[config.mk]
export PLATFORM = sky130hd
export DESIGN_NAME = hid_report_reassembler_flat
export DESIGN_NICKNAME = d
export VERILOG_FILES = /design/src/sv/hidr_pkg.sv /design/src/sv/hidr_ifs.sv /design/src/sv/hid_report_reassembler.sv /design/src/flat_wrapper.sv
export SDC_FILE = /design/constraint.sdc
export NUM_CORES = 1
export LEC_CHECK = 0
export BUFFER_PORTS_ARGS = -buffer_cell sky130_fd_sc_hd__clkbuf_2
export CAP_MARGIN = 15
export CELL_PAD_IN_SITES_DETAIL_PLACEMENT = 1
export CELL_PAD_IN_SITES_GLOBAL_PLACEMENT = 1
export CORE_UTILIZATION = 50
export DETAILED_ROUTE_END_ITERATION = 12
export PLACE_DENSITY_LB_ADDON = 0.3
export SYNTH_ARGS = -nofsm -noshare
export SYNTH_HDL_FRONTEND = slang
export SYNTH_SLANG_ARGS = --single-unit
[constraint.sdc]
create_clock -name clk -period 14.4 [get_ports clk]
set_input_delay 0 -clock clk [delete_from_list [all_inputs] [get_ports clk]]
set_output_delay 0 -clock clk [all_outputs]
set_load 0.01 [all_outputs]
[src/sv/hidr_pkg.sv]
// Package for the HID report reassembler: sizes, input kinds, length rules,
// status codes and register indexes.
// Depends on nothing; every other file of the block imports it.
package hidr_pkg;

  localparam int MAX_REPORT_BYTES = 64;
  localparam int IDX_W            = $clog2(MAX_REPORT_BYTES + 1);
  localparam int HDR_BYTES        = 7;
  localparam int HDR_LEN_LAST     = 6;
  localparam int HDR_MARKER_POS   = 2;
  localparam int HDR_LEN_FIRST    = 3;
  localparam int CFG_AW           = 4;
  localparam int CFG_DW           = 32;
  localparam int STALE_W          = 17;

  localparam logic [31:0] LEN_LIMIT   = 32'hFFFF_FFF9;
  localparam logic [31:0] LEN_EXTRA   = 32'd6;
  localparam logic [7:0]  SEQ_SKIP    = 8'hFF;
  localparam logic [7:0]  SEQ_LAST    = 8'hFE;
  localparam logic [7:0]  MARKER_A    = 8'h01;
  localparam logic [7:0]  MARKER_B    = 8'h03;
  localparam logic [15:0] STALE_RESET = 16'd4096;

  localparam logic [1:0] KIND_BYTE    = 2'd0;
  localparam logic [1:0] KIND_EMPTY   = 2'd1;
  localparam logic [1:0] KIND_RESTART = 2'd2;

  localparam logic [1:0] RULE_SINGLE = 2'd0;
  localparam logic [1:0] RULE_HEADER = 2'd1;
  localparam logic [1:0] RULE_ZERO   = 2'd2;
  localparam logic [1:0] RULE_UNDEF  = 2'd3;

  localparam logic [2:0] ST_NONE      = 3'd0;
  localparam logic [2:0] ST_COMPLETE  = 3'd1;
  localparam logic [2:0] ST_STALE     = 3'd2;
  localparam logic [2:0] ST_SEQUENCE  = 3'd3;
  localparam logic [2:0] ST_SHORT     = 3'd4;
  localparam logic [2:0] ST_MARKER    = 3'd5;
  localparam logic [2:0] ST_OVERFLOW  = 3'd6;
  localparam logic [2:0] ST_EMPTY     = 3'd7;

  localparam logic [1:0] REG_COMMAND   = 2'd0;
  localparam logic [1:0] REG_RULE      = 2'd1;
  localparam logic [1:0] REG_MAX_STALE = 2'd2;

endpackage

[src/sv/hidr_ifs.sv]
// Channel interfaces of the HID report reassembler: report bytes in, packet bytes out.
// Depends on hidr_pkg.
interface hidr_in_if
  import hidr_pkg::*;
  ();
  logic       valid;
  logic       ready;
  logic [1:0] kind;
  logic [7:0] rx_byte;
  logic       first_of_report;
  logic       last_of_report;

  modport source (output valid, kind, rx_byte, first_of_report, last_of_report, input ready);
  modport sink (input valid, kind, rx_byte, first_of_report, last_of_report, output ready);
endinterface

interface hidr_out_if
  import hidr_pkg::*;
  ();
  logic       valid;
  logic       ready;
  logic [7:0] out_byte;
  logic       byte_valid;
  logic [2:0] status;

  modport source (output valid, out_byte, byte_valid, status, input ready);
  modport sink (input valid, out_byte, byte_valid, status, output ready);
endinterface

[src/sv/hid_report_reassembler.sv]
// Top level of the HID report reassembler: input register, one pass of state update
// and a result register, plus the APB-style configuration registers.
// Depends on hidr_pkg and the channel interfaces in hidr_ifs.sv.
//
// The block takes one transaction per clock cycle while the output side is not stalled and
// gives exactly one result transaction for each, through the input and result registers. The
// sequence, stale-report and length checks are made in a single combinational pass between the
// input register and the result register, so that pass alone sets the rate of one item per cycle.
// A restart transaction clears all reception state but leaves the configuration registers.
module hid_report_reassembler
  import hidr_pkg::*;
  (
  input  logic              clk,
  input  logic              rst_n,
  hidr_in_if.sink           in_ch,
  hidr_out_if.source        out_ch,
  input  logic              psel,
  input  logic              penable,
  input  logic              pwrite,
  input  logic [CFG_AW-1:0] paddr,
  input  logic [CFG_DW-1:0] pwdata,
  output logic [CFG_DW-1:0] prdata,
  output logic              pready
);

  logic [7:0]  cmd_r;
  logic [1:0]  rule_r;
  logic [15:0] max_stale_r;

  logic        s1_v_r;
  logic [1:0]  s1_kind_r;
  logic [7:0]  s1_byte_r;
  logic        s1_first_r;
  logic        s1_last_r;

  logic        out_v_r;
  logic [7:0]  ob_r,  ob_nxt;
  logic        bv_r,  bv_nxt;
  logic [2:0]  st_r,  st_nxt;

  logic               active_r, active_nxt;
  logic               any_r, any_nxt;
  logic               first_rep_r, first_rep_nxt;
  logic               drop_r, drop_nxt;
  logic [IDX_W-1:0]   idx_r, idx_nxt;
  logic [7:0]         seq_r, seq_nxt;
  logic [STALE_W-1:0] stale_r, stale_nxt;
  logic [31:0]        acc_r, acc_nxt;
  logic [31:0]        exp_r, exp_nxt;
  logic [31:0]        shift_r, shift_nxt;
  logic               marker_r, marker_nxt;

  logic               s2_free;
  logic               advance;
  logic [1:0]         rule;
  logic [IDX_W-1:0]   pos;
  logic               emit;
  logic               stale_hit;
  logic [31:0]        acc_base;
  logic [STALE_W-1:0] stale_inc;

  assign pready = 1'b1;

  always_ff @(posedge clk) begin
    if (!rst_n) begin
      cmd_r       <= 8'd0;
      rule_r      <= RULE_HEADER;
      max_stale_r <= STALE_RESET;
    end else if (psel && penable && pwrite) begin
      case (paddr[CFG_AW-1:2])
        REG_COMMAND:   cmd_r       <= pwdata[7:0];
        REG_RULE:      rule_r      <= pwdata[1:0];
        REG_MAX_STALE: max_stale_r <= pwdata[15:0];
        default: ;
      endcase
    end
  end

  always_comb begin
    case (paddr[CFG_AW-1:2])
      REG_COMMAND:   prdata = {24'd0, cmd_r};
      REG_RULE:      prdata = {30'd0, rule_r};
      REG_MAX_STALE: prdata = {16'd0, max_stale_r};
      default:       prdata = '0;
    endcase
  end

  assign s2_free     = !out_v_r || out_ch.ready;
  assign advance     = s1_v_r && s2_free;
  assign in_ch.ready = !s1_v_r || s2_free;

  always_ff @(posedge clk) begin
    if (!rst_n) begin
      s1_v_r <= 1'b0;
    end else if (in_ch.ready) begin
      s1_v_r <= in_ch.valid;
    end
  end

  always_ff @(posedge clk) begin
    if (in_ch.ready && in_ch.valid) begin
      s1_kind_r  <= in_ch.kind;
      s1_byte_r  <= in_ch.rx_byte;
      s1_first_r <= in_ch.first_of_report;
      s1_last_r  <= in_ch.last_of_report;
    end
  end

  assign rule      = (rule_r == RULE_UNDEF) ? RULE_ZERO : rule_r;
  assign stale_inc = (stale_r == {STALE_W{1'b1}}) ? stale_r : stale_r + STALE_W'(1);

  always_comb begin
    active_nxt    = active_r;
    any_nxt       = any_r;
    first_rep_nxt = first_rep_r;
    drop_nxt      = drop_r;
    idx_nxt       = idx_r;
    seq_nxt       = seq_r;
    stale_nxt     = stale_r;
    acc_nxt       = acc_r;
    exp_nxt       = exp_r;
    shift_nxt     = shift_r;
    marker_nxt    = marker_r;
    ob_nxt        = 8'd0;
    bv_nxt        = 1'b0;
    st_nxt        = ST_NONE;
    pos           = '0;
    emit          = 1'b0;
    stale_hit     = 1'b0;
    acc_base      = acc_r;
    if (advance) begin
      case (s1_kind_r)
        KIND_RESTART: begin
          active_nxt    = 1'b1;
          any_nxt       = 1'b0;
          first_rep_nxt = 1'b0;
          drop_nxt      = 1'b0;
          idx_nxt       = '0;
          seq_nxt       = 8'd0;
          stale_nxt     = '0;
          acc_nxt       = 32'd0;
          exp_nxt       = 32'd0;
          shift_nxt     = 32'd0;
          marker_nxt    = 1'b0;
        end
        KIND_EMPTY: begin
          if (active_r) begin
            st_nxt     = ST_EMPTY;
            active_nxt = 1'b0;
          end
        end
        KIND_BYTE: begin
          if (active_r) begin
            pos      = s1_first_r ? '0 : idx_r;
            drop_nxt = s1_first_r ? 1'b0 : drop_r;
            if (pos < IDX_W'(MAX_REPORT_BYTES)) begin
              idx_nxt = pos + IDX_W'(1);
              if (pos == '0) begin
                drop_nxt = 1'b0;
                if (!any_r) begin
                  if (s1_byte_r != 8'd0 || s1_last_r) begin
                    stale_hit = 1'b1;
                  end
                end else begin
                  first_rep_nxt = 1'b0;
                  if (s1_byte_r == SEQ_SKIP) begin
                    drop_nxt = 1'b1;
                  end else if (s1_byte_r != seq_r) begin
                    st_nxt     = ST_SEQUENCE;
                    active_nxt = 1'b0;
                  end else begin
                    seq_nxt = (seq_r >= SEQ_LAST) ? 8'd0 : seq_r + 8'd1;
                  end
                end
              end else if (!drop_nxt) begin
                if (!any_r) begin
                  if (s1_byte_r != cmd_r) begin
                    stale_hit = 1'b1;
                  end else begin
                    any_nxt       = 1'b1;
                    first_rep_nxt = 1'b1;
                    seq_nxt       = 8'd1;
                    acc_base      = 32'd0;
                    shift_nxt     = 32'd0;
                    marker_nxt    = 1'b0;
                    exp_nxt       = (rule == RULE_SINGLE) ? 32'd1 : 32'd0;
                    emit          = (rule == RULE_SINGLE) || (rule == RULE_HEADER);
                  end
                end else if (first_rep_r && rule == RULE_HEADER &&
                             pos <= IDX_W'(HDR_LEN_LAST)) begin
                  if (pos == IDX_W'(HDR_MARKER_POS)) begin
                    marker_nxt = !(s1_byte_r == MARKER_A || s1_byte_r == MARKER_B);
                  end else if (pos >= IDX_W'(HDR_LEN_FIRST)) begin
                    shift_nxt = {shift_r[23:0], s1_byte_r};
                  end
                  if (pos == IDX_W'(HDR_LEN_LAST)) begin
                    exp_nxt = (marker_nxt || shift_nxt > LEN_LIMIT) ? 32'd0
                                                                    : shift_nxt + LEN_EXTRA;
                  end
                  emit = 1'b1;
                end else begin
                  emit = acc_r < exp_r;
                end
                if (any_nxt) begin
                  if (emit) begin
                    ob_nxt = s1_byte_r;
                    bv_nxt = 1'b1;
                  end
                  acc_nxt = (acc_base == 32'hFFFF_FFFF) ? acc_base : acc_base + 32'd1;
                end
              end
            end
            if (stale_hit) begin
              drop_nxt  = 1'b1;
              stale_nxt = stale_inc;
              if (stale_inc > {1'b0, max_stale_r}) begin
                active_nxt = 1'b0;
                st_nxt     = ST_STALE;
              end
            end
            if (s1_last_r) begin
              if (active_nxt && any_nxt && !drop_nxt && st_nxt == ST_NONE) begin
                if (first_rep_nxt) begin
                  if (rule != RULE_SINGLE && idx_nxt < IDX_W'(HDR_BYTES)) begin
                    st_nxt = ST_SHORT;
                  end else if (rule == RULE_HEADER && marker_nxt) begin
                    st_nxt = ST_MARKER;
                  end else if (rule == RULE_HEADER && shift_nxt > LEN_LIMIT) begin
                    st_nxt = ST_OVERFLOW;
                  end
                end
                if (st_nxt == ST_NONE && acc_nxt >= exp_nxt) begin
                  st_nxt = ST_COMPLETE;
                end
                if (st_nxt != ST_NONE) begin
                  active_nxt = 1'b0;
                end
              end
              idx_nxt = '0;
            end
          end
        end
        default: ;
      endcase
    end
  end

  always_ff @(posedge clk) begin
    if (!rst_n) begin
      active_r    <= 1'b1;
      any_r       <= 1'b0;
      first_rep_r <= 1'b0;
      drop_r      <= 1'b0;
      idx_r       <= '0;
      seq_r       <= 8'd0;
      stale_r     <= '0;
      acc_r       <= 32'd0;
      exp_r       <= 32'd0;
      shift_r     <= 32'd0;
      marker_r    <= 1'b0;
      out_v_r     <= 1'b0;
    end else begin
      active_r    <= active_nxt;
      any_r       <= any_nxt;
      first_rep_r <= first_rep_nxt;
      drop_r      <= drop_nxt;
      idx_r       <= idx_nxt;
      seq_r       <= seq_nxt;
      stale_r     <= stale_nxt;
      acc_r       <= acc_nxt;
      exp_r       <= exp_nxt;
      shift_r     <= shift_nxt;
      marker_r    <= marker_nxt;
      if (s2_free) begin
        out_v_r <= s1_v_r;
      end
    end
  end

  always_ff @(posedge clk) begin
    if (advance) begin
      ob_r <= ob_nxt;
      bv_r <= bv_nxt;
      st_r <= st_nxt;
    end
  end

  assign out_ch.valid      = out_v_r;
  assign out_ch.out_byte   = ob_r;
  assign out_ch.byte_valid = bv_r;
  assign out_ch.status     = st_r;

  a_stall_blocks_input: assert property (@(posedge clk) disable iff (!rst_n)
    s1_v_r && out_v_r && !out_ch.ready |-> !in_ch.ready)
    else $error("input accepted while both stages are held");

  a_idle_byte_zero: assert property (@(posedge clk) disable iff (!rst_n)
    out_v_r && !bv_r |-> ob_r == 8'd0)
    else $error("packet byte not zero without byte_valid");

  a_stop_has_status: assert property (@(posedge clk) disable iff (!rst_n)
    $fell(active_r) |-> out_v_r && st_r != ST_NONE)
    else $error("reception stopped without a status result");

  a_accept_has_result: assert property (@(posedge clk) disable iff (!rst_n)
    $rose(any_r) |-> out_v_r)
    else $error("first report accepted without a result transaction");

endmodule

[src/flat_wrapper.sv]
// flat-port wrapper written by rule: the top's interface ports become plain ports
module hid_report_reassembler_flat import hidr_pkg::*;
  (clk, rst_n, psel, penable, pwrite, paddr, pwdata, prdata, pready, in_ch_valid, in_ch_kind, in_ch_rx_byte, in_ch_first_of_report, in_ch_last_of_report, in_ch_ready, out_ch_valid, out_ch_out_byte, out_ch_byte_valid, out_ch_status, out_ch_ready);
  hidr_in_if in_ch_i ();
  hidr_out_if out_ch_i ();
  input  logic clk;
  input  logic rst_n;
  input  logic psel;
  input  logic penable;
  input  logic pwrite;
  input  logic [CFG_AW-1:0] paddr;
  input  logic [CFG_DW-1:0] pwdata;
  output logic [CFG_DW-1:0] prdata;
  output logic pready;
  input wire logic [$bits(in_ch_i.valid)-1:0] in_ch_valid;
  input wire logic [$bits(in_ch_i.kind)-1:0] in_ch_kind;
  input wire logic [$bits(in_ch_i.rx_byte)-1:0] in_ch_rx_byte;
  input wire logic [$bits(in_ch_i.first_of_report)-1:0] in_ch_first_of_report;
  input wire logic [$bits(in_ch_i.last_of_report)-1:0] in_ch_last_of_report;
  output wire logic [$bits(in_ch_i.ready)-1:0] in_ch_ready;
  output wire logic [$bits(out_ch_i.valid)-1:0] out_ch_valid;
  output wire logic [$bits(out_ch_i.out_byte)-1:0] out_ch_out_byte;
  output wire logic [$bits(out_ch_i.byte_valid)-1:0] out_ch_byte_valid;
  output wire logic [$bits(out_ch_i.status)-1:0] out_ch_status;
  input wire logic [$bits(out_ch_i.ready)-1:0] out_ch_ready;
  assign in_ch_i.valid = in_ch_valid;
  assign in_ch_i.kind = in_ch_kind;
  assign in_ch_i.rx_byte = in_ch_rx_byte;
  assign in_ch_i.first_of_report = in_ch_first_of_report;
  assign in_ch_i.last_of_report = in_ch_last_of_report;
  assign in_ch_ready = in_ch_i.ready;
  assign out_ch_valid = out_ch_i.valid;
  assign out_ch_out_byte = out_ch_i.out_byte;
  assign out_ch_byte_valid = out_ch_i.byte_valid;
  assign out_ch_status = out_ch_i.status;
  assign out_ch_i.ready = out_ch_ready;
  hid_report_reassembler u_core (.clk(clk), .rst_n(rst_n), .in_ch(in_ch_i), .out_ch(out_ch_i), .psel(psel), .penable(penable), .pwrite(pwrite), .paddr(paddr), .pwdata(pwdata), .prdata(prdata), .pready(pready));
endmodule
* Yosys cells after proc, flatten, opt, wreduce, memory -nomap -nowiden *
Cells that the tools add are included.

storage, ports and cells
  logic and storage cells = 311
  output and inout port bits = 47
  bits of input ports = 55
  register bits after elaboration = 185

cells by class
  add/sub/neg operators = 5
  muxes and demuxes = 201
  equality and inequality tests = 24
  reductions and logical operators = 43
  bitwise gates (word level) = 5
  magnitude comparators = 10

operators by type and width
  cell                   number
  $mux 32                49
  $pmux 32 s2            3
  $mux 1                 89
  $mux 3                 28
  $mux 8                 10
  $gt 32x32->1 const B   2
  $mux 17                3
  $mux 7                 7
  $pmux 16 s3            1
  $pmux 17 s2            1
  $add 32x1->32 const B  1
  $add 32x3->32 const B  1
  $eq 32x32->1 const B   1
  $ge 32x32->1           1
  $lt 32x32->1           1
  $add 17x1->17 const B  1
  $eq 17x17->1 const B   1
  $gt 17x16->1           1
  $ne 8x8->1             2
  $pmux 8 s2             1
  $pmux 7 s2             1
  $logic_and 1x1->1      13
  $ne 3x3->1 const B     4
  $reduce_and 10->1      1
  35 further kinds       65

* Logic depth before layout (Yosys ltp) *
Gate-level depths: netlist of the first run.

  word-level depth = 46
  mapped depth = 28
  gate-level depth less buffers = 22

* Least setup slack after synthesis of the first run *
Ideal clock, no wire load.

  path kind = reg-to-reg
  start = reg u_core.s1_first_r
  end = reg u_core.active_r
  period minus slack after synthesis = 4986 ps
  arrival time = 4905 ps
  required time = 14319 ps
  buffers on the path = 6
  cell stages (with the launch flop) = 25
  library setup time = 81 ps
  slack = 9414 ps
  cell sequence = edfxtp_1 -> buf_2 -> clkbuf_1 -> nand2b_1 -> ha_1 -> nand4bb_1 -> buf_2 -> nand2_1 -> nor2_1 -> buf_4 -> o21ai_0 -> nand2_1 -> o31a_1 -> buf_2 -> buf_2 -> a22oi_1 -> ha_1 -> a21o_1 -> a211o_1 -> nor2_1 -> o211ai_1 -> a211o_1 -> nor3b_1 -> o211ai_1 -> a41oi_1

on the way
  word-level cells in the longest chain between the ends = 45
  elaborated cells between the ends (all ways) = 140
  those cells by class = add/sub: 2; order compare: 7; eq/ne: 2; mux: 115; reduce/logical: 14

ends and longest elaborated chain
  item                    line                           RTL
  start, declared         hid_report_reassembler.sv:33   logic s1_first_r;
  start signal, assigned  hid_report_reassembler.sv:104  s1_first_r <= in_ch.first_of_report;
  $mux 7                  hid_report_reassembler.sv:154  pos = s1_first_r ? '0 : idx_r;
  $ge 7x2->1              hid_report_reassembler.sv:193  end else if (pos >= IDX_W'(HDR_LEN_FIRST)) begin
  $mux 32                 hid_report_reassembler.sv:193
  $mux 32                 hid_report_reassembler.sv:191  if (pos == IDX_W'(HDR_MARKER_POS)) begin
  $mux 32                 hid_report_reassembler.sv:189  end else if (first_rep_r && rule == RULE_HEADER &&
  $mux 32                 hid_report_reassembler.sv:176  if (!any_r) begin
  $mux 32                 hid_report_reassembler.sv:175  end else if (!drop_nxt) begin
  $mux 32                 hid_report_reassembler.sv:158  if (pos == '0) begin
  (+29 left out)          --
  $mux 3                  hid_report_reassembler.sv:132  case (s1_kind_r)
  $mux 3                  hid_report_reassembler.sv:131  if (advance) begin
  $reduce_bool 3->1       hid_report_reassembler.sv:235  if (st_nxt != ST_NONE) begin
  $mux 1                  hid_report_reassembler.sv:235
  $mux 1                  hid_report_reassembler.sv:222  if (active_nxt && any_nxt && !drop_nxt && st_nxt == ST_NONE) begin
  $mux 1 (*)              hid_report_reassembler.sv:221  if (s1_last_r) begin
  $mux 1 (*)              hid_report_reassembler.sv:153  if (active_r) begin
  $pmux 1 s3 (*)          hid_report_reassembler.sv:132
  end signal, assigned    hid_report_reassembler.sv:263  active_r <= active_nxt;
  end, declared           hid_report_reassembler.sv:41   logic active_r, active_nxt;

Every way passes the cells marked *; elsewhere a longest branch is shown, timed or not. The select of a mux whose other input is x is not followed.
A chain may end at the register's enable or synchronous reset.

* Worst setup path after layout of the first run *
  start = reg u_core.s1_byte_r[4]
  end = reg u_core.st_r[0], in the netlist u_core.out_ch.status[0] (data pin)

on the way
  word-level cells in the longest chain between the ends = 41
  elaborated cells between the ends (all ways) = 168
  those cells by class = add/sub: 2; order compare: 3; eq/ne: 6; mux: 143; reduce/logical: 14

ends and longest elaborated chain
  item                                                line                                                          RTL
  start, declared                                     hid_report_reassembler.sv:32                                  logic [7:0] s1_byte_r;
  start signal, assigned                              hid_report_reassembler.sv:103                                 s1_byte_r <= in_ch.rx_byte;
  $mux 32 (tied with other cells)                     hid_report_reassembler.sv:193
  $mux 32 / $logic_or 1x1->1 (equally long branches)  hid_report_reassembler.sv:191, hid_report_reassembler.sv:192
  $mux 32 / $logic_not 1->1 (equally long branches)   hid_report_reassembler.sv:189, hid_report_reassembler.sv:192
  $mux 32 / $mux 1 (equally long branches)            hid_report_reassembler.sv:176, hid_report_reassembler.sv:191
  $mux 32 / $mux 1 (equally long branches)            hid_report_reassembler.sv:175, hid_report_reassembler.sv:189
  $mux 32 / $mux 1 (equally long branches)            hid_report_reassembler.sv:158, hid_report_reassembler.sv:176
  $mux 32 / $mux 1 (equally long branches)            hid_report_reassembler.sv:156, hid_report_reassembler.sv:175
  $mux 32 / $mux 1 (equally long branches)            hid_report_reassembler.sv:153, hid_report_reassembler.sv:158
  (+26 left out)                                      --
  $mux 3                                              hid_report_reassembler.sv:153
  $mux 3                                              hid_report_reassembler.sv:132
  $mux 3                                              hid_report_reassembler.sv:131
  $mux 3                                              hid_report_reassembler.sv:222
  $mux 3 (*)                                          hid_report_reassembler.sv:221
  $mux 3 (*)                                          hid_report_reassembler.sv:153
  $pmux 3 s2 (*)                                      hid_report_reassembler.sv:132
  net u_core.st_nxt[0]                                hid_report_reassembler.sv:39                                  logic [2:0] st_r, st_nxt;
  end signal, assigned                                hid_report_reassembler.sv:284                                 st_r <= st_nxt;
  end, declared                                       hid_report_reassembler.sv:39

The timed path passes the listed nets; every way through them passes the cells marked *. The select of a mux whose other input is x is not followed.

==> results of run 1 <==
[worst max-delay path: cells and delay by family (launching register included)]
| kind | cells | cell delay (ns) |
|---|---|---|
| AOI/OAI and AO/OA | 5 | 1.05 |
| DFF | 1 | 0.84 |
| and+or+nand+nor | 12 | 3.96 |
| adders and majority gates | 2 | 0.60 |
| xor gates and xnor gates | 1 | 0.19 |
[state kept, by name (all words and copies together) (netlist names), 2 cells and up]
register and flops:
u_core.out_ch.status 3, u_core.exp_r 32, u_core.acc_r 32, u_core.s1_byte_r 8, u_core.max_stale_r 16, u_core.stale_r 17
u_core.rule_r 2, u_core.cmd_r 8, u_core.seq_r 8, u_core.s1_kind_r 2, u_core.shift_r 32, u_core.out_ch.out_byte 8
u_core.idx_r 7
[Yosys cell counts, types with 11 or more instances]
cell type / count
sky130_fd_sc_hd__nand2_1: 176
sky130_fd_sc_hd__dfxtp_1: 161
sky130_fd_sc_hd__o21ai_0: 91
sky130_fd_sc_hd__ha_1: 86
sky130_fd_sc_hd__nor2_1: 83
sky130_fd_sc_hd__inv_1: 78
sky130_fd_sc_hd__clkbuf_1: 77
sky130_fd_sc_hd__a21oi_1: 73
sky130_fd_sc_hd__nor2b_1: 67
sky130_fd_sc_hd__a22oi_1: 66
sky130_fd_sc_hd__nand3_1: 66
sky130_fd_sc_hd__xnor2_1: 47
sky130_fd_sc_hd__xor2_1: 47
sky130_fd_sc_hd__nand4_1: 46
sky130_fd_sc_hd__a21o_1: 39
sky130_fd_sc_hd__and2_1: 37
sky130_fd_sc_hd__nor3_1: 32
sky130_fd_sc_hd__a22o_1: 31
sky130_fd_sc_hd__and3_1: 30
sky130_fd_sc_hd__mux2i_1: 27
sky130_fd_sc_hd__a31oi_1: 26
sky130_fd_sc_hd__a21boi_0: 25
sky130_fd_sc_hd__edfxtp_1: 24
sky130_fd_sc_hd__buf_4: 21
sky130_fd_sc_hd__buf_2: 20
sky130_fd_sc_hd__nand2b_1: 13
sky130_fd_sc_hd__nor4_1: 13
sky130_fd_sc_hd__o31ai_1: 13
sky130_fd_sc_hd__a32o_1: 11
[final cells by class]
type | instances | area [µm²]
fill | 3221 | 11560
multi-input combinational | 1318 | 8796
sequential | 185 | 3944
timing repair buffer | 118 | 798.3
clock buffer | 19 | 432.9
tap | 335 | 419.2
inverter | 78 | 292.8
clock inverter | 13 | 111.4
[cells by family (layout without fill, tap and decap cells)]
logic type,count (synthesis),count (layout)
adders and majority gates,86,86
DFF,185,185
muxes,33,33
other,2,17
and+or+nand+nor,609,609
AOI/OAI and AO/OA,479,479
buffers and inverters,206,228
xor gates and xnor gates,94,94
[layer usage]
metal	track usage (%)	vias to the layer above	part of all wire (%)
met5	0	-	0
met4	17.75	0	4.0
met3	6.107	154	7.7
met2	61.91	663	47
met1	46.48	6797	41
li1	-	6196	-
[power by group]
group | switching [mW] | leakage (nW) | total, mW | internal, mW
clock | 0.237 | 0.254 | 0.463 | 0.226
combinational | 0.0439 | 3.76 | 0.0688 | 0.0248
sequential | 0.0115 | 1.53 | 0.539 | 0.527
[stage by stage]
step,cells,utilization [%],hold slack (ns)
after floorplan,1709,-,0.09887
after global placement,2003,52.89,0.1766
after detailed placement,2003,52.89,0.1789
after CTS,2066,56.14,0.06143
after global routing,2066,56.14,0.1368
final,2066,56.14,0.09993
[worst max path at each step]
stage | from | cells after the start | endpoint
4_1_cts | u_core.s1_byte_r[4] | 21 | u_core.active_r
3_3_place_gp | u_core.s1_byte_r[4] | 20 | u_core.out_ch.status[0]
2_1_floorplan | u_core.s1_first_r | 24 | u_core.active_r
3_5_place_dp | u_core.s1_byte_r[4] | 21 | u_core.active_r
5_1_grt | u_core.s1_byte_r[4] | 21 | u_core.active_r
6_report | u_core.s1_byte_r[4] | 20 | u_core.out_ch.status[0]
[timing repair]
item	CTS	global route
setup buffers	0	0
hold buffers	31	0
endpoints found under the hold margin	40	0
==> metrics, run 1 <==
list of cells traversed by the critical path=xnor2_1, nand4_1, or3_1, and2_1, ha_1, nand3_1, nor2_1, nand4_1, o211ai_1, nor3_1, nand2_1, nand3_1, o21ai_0, ha_1, nand4_1, nor4_1, nor4b_1, a211o_1, o211ai_1, a21oi_1; Netlist cell types=86; DR DRC count=3; detailed-routing iteration count for the pre-antenna-repair pass=12; Placement Rows=59; port buffer count=between 60 and 70; per-cell routed wire length=roughly 25 µm; portion of the post-synthesis area used by sequential elements=around 29%; clock-pin slew on the worst setup and hold paths=about 0.080 ns; Setup Skew=0.01585 ns; violations in the final reports=design-rule violations; final worst path period share=47.35%; leading cell type in the layout, fill and taps excluded=sky130_fd_sc_hd__nand2_1; global-route wire length before repair=80,360 µm; number of global-route vias before repair=14,236; warnings from Yosys=0; Tmin final=6.818 ns; worst endpoint required time=14.72 ns; Worst slew margin=23.79%; number of CTS-inserted buffers=17; setup slack after layout=7.582 ns; Worst Setup End Kind=register; xor and xnor area share after synthesis=6.075%; commonest cells after routing, fill and taps aside=176 x sky130_fd_sc_hd__nand2_1, 161 x sky130_fd_sc_hd__dfxtp_1, 91 x sky130_fd_sc_hd__o21ai_0; Peak VDD IR=0.00006553 V; violation count after the first detailed-routing iteration=1,292; Post-Syn Instances=1,694; number of max-slew violations in the final report=0; maximum cell stage delay along the critical path=0.86 ns; launch instance of the worst register-to-register path=u_core.s1_byte_r[4]; Max Root-Sink Buffers=2; number of stages on the worst hold path=3; placed inst area=13,940 µm²; final RePlAce weighted congestion=approximately 0.9; GRT Resource Usage Total=37.06%; adder and majority cell fraction of the synthesized area=7.940%; end of the worst hold path=u_core.rule_r[1]; DIE HEIGHT=166.6 µm; sum of overflow across all layers after global routing=0; final-report hold violation count=0; Setup CP Type=reg -> reg; type of the tightest min-delay check=in -> reg; DR vias/cell=6.684; Finished Cell Area=14,790 µm²; Antenna Cells=0; crit path max fanout=15; CP max stage cell=sky130_fd_sc_hd__or3_1; Antenna Violating Nets Remaining=0; post-synthesis compound-gate area fraction=between 20% and 30%; dpl hpwl=35,200 µm; number of antenna violations at the first check in global routing=0; startpoint type of the worst setup path=register; clock root buffer master=sky130_fd_sc_hd__clkbuf_16; #FFs+latches synth=185; dominant combinational cell family by area after synthesis=compound AO/OA/AOI/OAI gates; count of max-cap constraint violations=0; CTS sink cnt=185; PwrDens=around 72 nW/µm²; Synth Cell Area=13,550 µm²; Synth async-reset ratio=0%; upper clock frequency limit=146.7 MHz; maximum number of pins on one net before global-route repair=64; setup repair after global routing missed its margin=no; power consumption=between 1 and 1.5 mW; total I/O pin count=102; Core Footprint=26,350 µm²; die area=27,770 µm²; Final setup viols=0; worst-margin pin slew=1.138 ns; most frequent cell on the critical path=sky130_fd_sc_hd__nand4_1; share of synthesized cell area in and, or, nand and nor gates=between 20% and 30%; leading area contributor after synthesis=sky130_fd_sc_hd__dfxtp_1; Worst R2R Path Depth=20; Area Growth Syn to Fin=9.168%; later-pin clock latency in the skew report=0.47 ns; total via count in the routed design=13,810; number of gates given a new drive strength after cts=0; dpl ws=7.885 ns; number of enable-type register cells in the synthesized netlist=24; critical path data arrival time=7.13 ns; TritonCTS clock tree=done; launch instance of the worst min-delay path=paddr[2]; Lkg Pwr=between 5 and 6 nW; sum of negative setup slack=0 ns; prevailing post-synth register cell=sky130_fd_sc_hd__dfxtp_1; fraction of final layout cells sized beyond drive strength 1=8.261%; worst flop-to-flop path endpoint=u_core.out_ch.status[0]; most area-consuming cells after synthesis=sky130_fd_sc_hd__dfxtp_1 24%, sky130_fd_sc_hd__ha_1 7.9%, sky130_fd_sc_hd__edfxtp_1 5.3%, sky130_fd_sc_hd__nand2_1 4.9%, sky130_fd_sc_hd__a22oi_1 3.7%; flop2flop setup slack=7.58 ns; share of synthesized area spent on multiplexers=2.511%; die width=166.6 µm; CTS H-Tree Depth=4; starting utilization of the core area=51.42%; Syn Area/Cell=around 8.0 µm²; area share of the largest cell type after synthesis=23.78%; result of the run=finished, violations left; # nets final=1,859; final routed wirelength across all metal layers=51,380 µm
No activity file was read; power rests on OpenSTA's default activity.
==> run 2, diff against run 1 <==
--- a/config.mk
+++ b/config.mk
@@ -9,7 +9,7 @@
 export CAP_MARGIN = 15
 export CELL_PAD_IN_SITES_DETAIL_PLACEMENT = 1
 export CELL_PAD_IN_SITES_GLOBAL_PLACEMENT = 1
-export CORE_UTILIZATION = 50
+export CORE_UTILIZATION = 42
 export DETAILED_ROUTE_END_ITERATION = 12
 export PLACE_DENSITY_LB_ADDON = 0.3
 export SYNTH_ARGS = -nofsm -noshare
==> constraint.sdc (replaced) <==
create_clock -name clk -period 5.65 [get_ports clk]
set_input_delay 0 -clock clk [delete_from_list [all_inputs] [get_ports clk]]
set_output_delay 0 -clock clk [all_outputs]
set_load 0.01 [all_outputs]
==> metrics, run 2 (synthesis results as in run 1) <==
CTS sink cnt=between 150 and 200; Core Footprint=31,640 µm²; per-cell routed wire length=23.36 µm; final-layout fill cell count=roughly 3,900; global-route wire length before repair=80,260 µm; dpl ws=~0.19 ns; critical path data arrival time=5.67 ns; maximum cell stage delay along the critical path=0.45 ns; total setup buffers inserted after CTS=0; leading cell type in the layout, fill and taps excluded=sky130_fd_sc_hd__nand2_1; power share of the sequential group=between 40% and 50%; Setup CP Type=reg -> reg; Finished Cell Area=around 15,000 µm²; internal power=roughly 2.0 mW; count of max-cap constraint violations=0; Final setup viols=0; switching power as a share of total power=27.50%; CTS H-Tree Depth=4; DR DRC count=0; port buffer count=66; number of antenna violations at the first check in global routing=0; DIE HEIGHT=around 180 µm; Area Growth Syn to Fin=13.39%; met3 layer usage reported by global route=4.473%; result of the run=complete, no violations; die area=32,990 µm²; final RePlAce weighted congestion=0.9227; PwrDens=184.0 nW/µm²; crit path max fanout=9; detailed-routing iteration count for the pre-antenna-repair pass=5; setup slack after layout=0.2730 ns; violation count after the first detailed-routing iteration=1,292; total I/O pin count=102; power consumption=roughly 2.8 mW; Placement Rows=65; die width=approximately 180 µm; worst-margin pin slew=1.188 ns; clock-pin slew on the worst setup and hold paths=approximately 0.080 ns; Antenna Violating Nets Remaining=0; final-report hold violation count=0; combinational share of power=6.8%; final worst path period share=95.17%; clock root buffer master=sky130_fd_sc_hd__clkbuf_16; Buf/Inv on CP=2; TritonCTS clock tree=done; net switching power figure=777.4 µW; Setup Skew=0.01589 ns; Clock power frac=45.2%; placed inst area=14,400 µm²; Worst slew margin=19.95%; GRT Resource Usage Total=31.26%; met2 Use GR=52.37%; highest-utilization routing layer at the global route stage=met2; Tmin final=approximately 5.4 ns; number of max-slew violations in the final report=0; maximum number of pins on one net before global-route repair=93; M1 GR Usage=40.10%; sum of overflow across all layers after global routing=0; Worst Setup End Kind=register; upper clock frequency limit=186.0 MHz; worst endpoint required time=roughly 6.0 ns; dpl hpwl=36,810 µm; DR vias/cell=6.291; later-pin clock latency in the skew report=0.47 ns; hold slack final=0.03661 ns; Peak VDD IR=0.0002198 V; Top Family by Delay on Critical Path=simple AND/OR/NAND/NOR gates; list of cells traversed by the critical path=nand2b_1, ha_1, nand4bb_2, and2_2, a21o_1, a222oi_1, buf_4, nand4b_4, or3_1, a21oi_1, a22oi_1, ha_1, nand4_1, nor4_1, buf_4, o21ai_0, o211ai_1, a211o_1, nor3b_1, o211ai_1, a41oi_1; Max Root-Sink Buffers=2; fraction of final layout cells sized beyond drive strength 1=11.49%; # nets final=1,912; total via count in the routed design=13,752; number of CTS-inserted buffers=17; starting utilization of the core area=42.84%; CP max stage cell=sky130_fd_sc_hd__edfxtp_1; commonest cells after routing, fill and taps aside=175 x sky130_fd_sc_hd__nand2_1, 161 x sky130_fd_sc_hd__dfxtp_1, 91 x sky130_fd_sc_hd__o21ai_0; Antenna Cells=0; startpoint type of the worst setup path=register; type of the tightest min-delay check=in -> reg; biggest registers after layout=u_core.acc_r (32), u_core.exp_r (32), u_core.shift_r (32); final routed wirelength across all metal layers=a little over 50,000 µm; Lkg Pwr=5.862 nW; number of global-route vias before repair=14,080
==> run 2: cell count changes in the layout (fill, tap and decap cells not counted), moves of 2 or more <==
cell / change
sky130_fd_sc_hd__and2_1: -2
sky130_fd_sc_hd__and2_2: +2
sky130_fd_sc_hd__buf_4: +50
sky130_fd_sc_hd__buf_6: +2
sky130_fd_sc_hd__clkbuf_1: -2
sky130_fd_sc_hd__clkinv_8: +2
sky130_fd_sc_hd__clkinvlp_4: -4
sky130_fd_sc_hd__inv_8: +2
==> run 2: metrics by stage <==
step / std cells / setup TNS, ns / utilization (%)
6_report: 2186 / 0 / 48.57
3_5_place_dp: 2121 / 0 / 45.53
5_1_grt: 2186 / -0.009554 / 48.57
4_1_cts: 2185 / 0 / 48.43
2_1_floorplan: 1709 / 0 / -
3_3_place_gp: 2121 / 0 / 45.53
==> run 2: worst paths after layout <==
path / depth (start not counted) / startpoint / slack [ns] / end
min: 5 / penable / 0.04 / u_core.max_stale_r[3]
min reg2reg: 2 / u_core.max_stale_r[10] / 0.49 / u_core.max_stale_r[10]
max reg2reg: 21 / u_core.s1_first_r / 0.27 / u_core.active_r
max: 21 / u_core.s1_first_r / 0.27 / u_core.active_r
==> run 2: cell type report <==
type | instances | area, µm² | share of cell area, %
Timing Repair Buffer | 171 | 1206 | 7.850
Tap cell | 402 | 503.0 | 3.273
Multi-Input combinational cell | 1318 | 8821 | 57.41
Sequential cell | 185 | 3944 | 25.67
Inverter | 78 | 292.8 | 1.905
Clock inverter | 15 | 173.9 | 1.132
Clock buffer | 17 | 425.4 | 2.769
==> run 2: routing by layer <==
layer / wire (µm) / vias to the layer above
met2: 24220 / 460
met5: 0 / -
li1: - / 6294
met4: 1875 / 0
met1: 22010 / 6880
met3: 2956 / 118
==> run 2: worst reg2reg max path: cells and delay by family (launching register included) <==
| family | cells | cell delay, ns |
|---|---|---|
| buffers and inverters | 2 | 0.43 |
| DFF | 1 | 0.45 |
| adders and majority gates | 2 | 0.56 |
| and+or+nand+nor | 8 | 2.09 |
| AOI/OAI and AO/OA | 9 | 1.68 |
==> run 2: timing repair <==
action,in CTS,in global routing
hold endpoints to repair,41,0
gates resized for setup,0,10
setup endpoints to repair,0,2
hold buffers,32,0
==> run 2: power groups by stage <==
stage	Clock, mW	Sequential, mW	Combinational, mW
4_1_cts	1.29	1.36	0.186
6_report	1.28	1.36	0.191
2_1_floorplan	0	1.38	0.110
5_1_grt	1.34	1.36	0.204
3_3_place_gp	0	1.39	0.164
3_5_place_dp	0	1.39	0.167
==> run 3, diff against run 2 <==
--- a/config.mk
+++ b/config.mk
@@ -9,9 +9,10 @@
 export CAP_MARGIN = 15
 export CELL_PAD_IN_SITES_DETAIL_PLACEMENT = 1
 export CELL_PAD_IN_SITES_GLOBAL_PLACEMENT = 1
-export CORE_UTILIZATION = 42
+export CORE_UTILIZATION = 40
 export DETAILED_ROUTE_END_ITERATION = 12
 export PLACE_DENSITY_LB_ADDON = 0.3
+export RECOVER_POWER = 25
 export SYNTH_ARGS = -nofsm -noshare
 export SYNTH_HDL_FRONTEND = slang
 export SYNTH_SLANG_ARGS = --single-unit
==> metrics, run 3 (synthesis results as in run 1) <==
Max Root-Sink Buffers=2; critical path data arrival time=5.65 ns; total I/O pin count=102; number of global-route vias before repair=13,899; setup slack after layout=0.2890 ns; sum of negative setup slack=0 ns; upper clock frequency limit=186.5 MHz; Placement Rows=67; hold slack final=approximately 0.034 ns; port buffer count=66; total via count in the routed design=13,710; dpl ws=~0.018 ns; CTS H-Tree Depth=4; # nets final=1,907; launch instance of the worst min-delay path=paddr[2]; detailed-routing iteration count for the pre-antenna-repair pass=5; DR DRC count=0; Antenna Violating Nets Remaining=0; power consumption=2.809 mW; final routed wirelength across all metal layers=51,190 µm; worst-margin pin slew=1.150 ns; sum of overflow across all layers after global routing=0; Setup Skew=between 0.015 and 0.02 ns; CTS sink cnt=185; Area Growth Syn to Fin=13.45%; final-report hold violation count=0; Worst slew margin=22.55%; Worst Setup End Kind=register; die width=approximately 190 µm; die area=34,620 µm²; count of max-cap constraint violations=0; starting utilization of the core area=40.52%; clock root buffer master=sky130_fd_sc_hd__clkbuf_16; leading cell type in the layout, fill and taps excluded=sky130_fd_sc_hd__nand2_1; Tmin final=5.361 ns; number of max-slew violations in the final report=0; number of CTS-inserted buffers=17; crit path max fanout=6; commonest cells after routing, fill and taps aside=175 x sky130_fd_sc_hd__nand2_1, 161 x sky130_fd_sc_hd__dfxtp_1, 89 x sky130_fd_sc_hd__o21ai_0; PwrDens=182.7 nW/µm²; per-cell routed wire length=22.98 µm; type of the tightest min-delay check=in -> reg; setup repair after global routing missed its margin=no; TritonCTS clock tree=done; later-pin clock latency in the skew report=0.46 ns; dpl hpwl=37,250 µm; Finished Cell Area=15,370 µm²; worst endpoint required time=5.93 ns; Peak VDD IR=0.0002225 V; final-layout fill cell count=4,056; violation count after the first detailed-routing iteration=1,107; DIE HEIGHT=186.1 µm; Core Footprint=33,450 µm²; Final setup viols=0; final RePlAce weighted congestion=just over 0.9; launch instance of the worst register-to-register path=u_core.s1_byte_r[5]; final worst path period share=~95%; GRT Resource Usage Total=between 30% and 40%; maximum number of pins on one net before global-route repair=94; startpoint type of the worst setup path=register; global-route wire length before repair=79,090 µm; placed inst area=14,430 µm²; DR vias/cell=6.156; start point of the critical path=u_core.s1_byte_r[5]; biggest registers after layout=u_core.acc_r (32), u_core.exp_r (32), u_core.shift_r (32); result of the run=complete, no violations; Antenna Cells=0; Lkg Pwr=~5.8 nW; fraction of final layout cells sized beyond drive strength 1=roughly a tenth; Setup CP Type=reg -> reg; clock-pin slew on the worst setup and hold paths=0.08 ns; number of antenna violations at the first check in global routing=0
==> run 3: final cells by class <==
cell class                 count  area, µm²  area share, %
tap                          448      560.5          3.646
sequential                   185       3944          25.65
timing repair buffer         166       1154          7.503
multi-input combinational   1318       8837          57.48
clock inverter                15      161.4          1.050
clock buffer                  17      425.4          2.767
inverter                      78      292.8          1.904
==> run 3: stage by stage <==
step / cells / util [%]
floorplan: 1709 / -
global placement: 2161 / 43.13
detailed placement: 2161 / 43.13
CTS: 2225 / 45.85
global route: 2227 / 45.97
finish: 2227 / 45.97
==> run 3: routing by layer <==
metal	routed length, µm	track usage, %	up-vias
met5	0	0	-
li1	-	-	6289
met1	22620	38.08	6904
met2	24450	51.24	417
met3	2610	4.637	100
met4	1507	10.79	0
==> run 3: power by group <==
part / internal, mW / leakage [nW] / switching, mW / total [mW]
Clock: 0.628 / 0.285 / 0.634 / 1.26
Sequential: 1.34 / 1.53 / 0.0130 / 1.36
Combinational: 0.0685 / 3.93 / 0.122 / 0.191
==> run 3: final timing paths <==
path	slack, ns	end	cells past startpoint
setup / recovery	0.29	u_core.out_ch.status[0]	23
setup reg to reg	0.29	u_core.out_ch.status[0]	23
hold / removal	0.03	u_core.rule_r[0]	3
hold reg to reg	0.49	u_core.max_stale_r[10]	2
==> run 3: worst max-delay path, stage by stage (launching register included) <==
cell and delay, ns:
sky130_fd_sc_hd__edfxtp_1 0.51, sky130_fd_sc_hd__xnor2_1 0.21, sky130_fd_sc_hd__nand4_1 0.16, sky130_fd_sc_hd__or3_1 0.40, sky130_fd_sc_hd__and2_1 0.19, sky130_fd_sc_hd__ha_1 0.24
sky130_fd_sc_hd__nand3_1 0.15, sky130_fd_sc_hd__nor2_2 0.09, sky130_fd_sc_hd__nand4_1 0.17, sky130_fd_sc_hd__o211ai_1 0.26, sky130_fd_sc_hd__nor3_1 0.23, sky130_fd_sc_hd__buf_4 0.18
sky130_fd_sc_hd__nand2_1 0.10, sky130_fd_sc_hd__nand3_1 0.10, sky130_fd_sc_hd__o21ai_1 0.12, sky130_fd_sc_hd__ha_1 0.36, sky130_fd_sc_hd__nand4_1 0.18, sky130_fd_sc_hd__nor4_1 0.34
sky130_fd_sc_hd__buf_4 0.19, sky130_fd_sc_hd__o21ai_1 0.13, sky130_fd_sc_hd__o211ai_1 0.20, sky130_fd_sc_hd__a211o_1 0.29, sky130_fd_sc_hd__o211ai_1 0.13, sky130_fd_sc_hd__a21oi_1 0.24
==> run 3: timing repair <==
action,4_1_cts,5_1_grt
endpoints found under the hold margin,48,0
endpoints found under the setup margin,1,2
hold buffers,32,0
gates resized for setup,1,15
buffers inserted,0,0
pin swaps,0,2
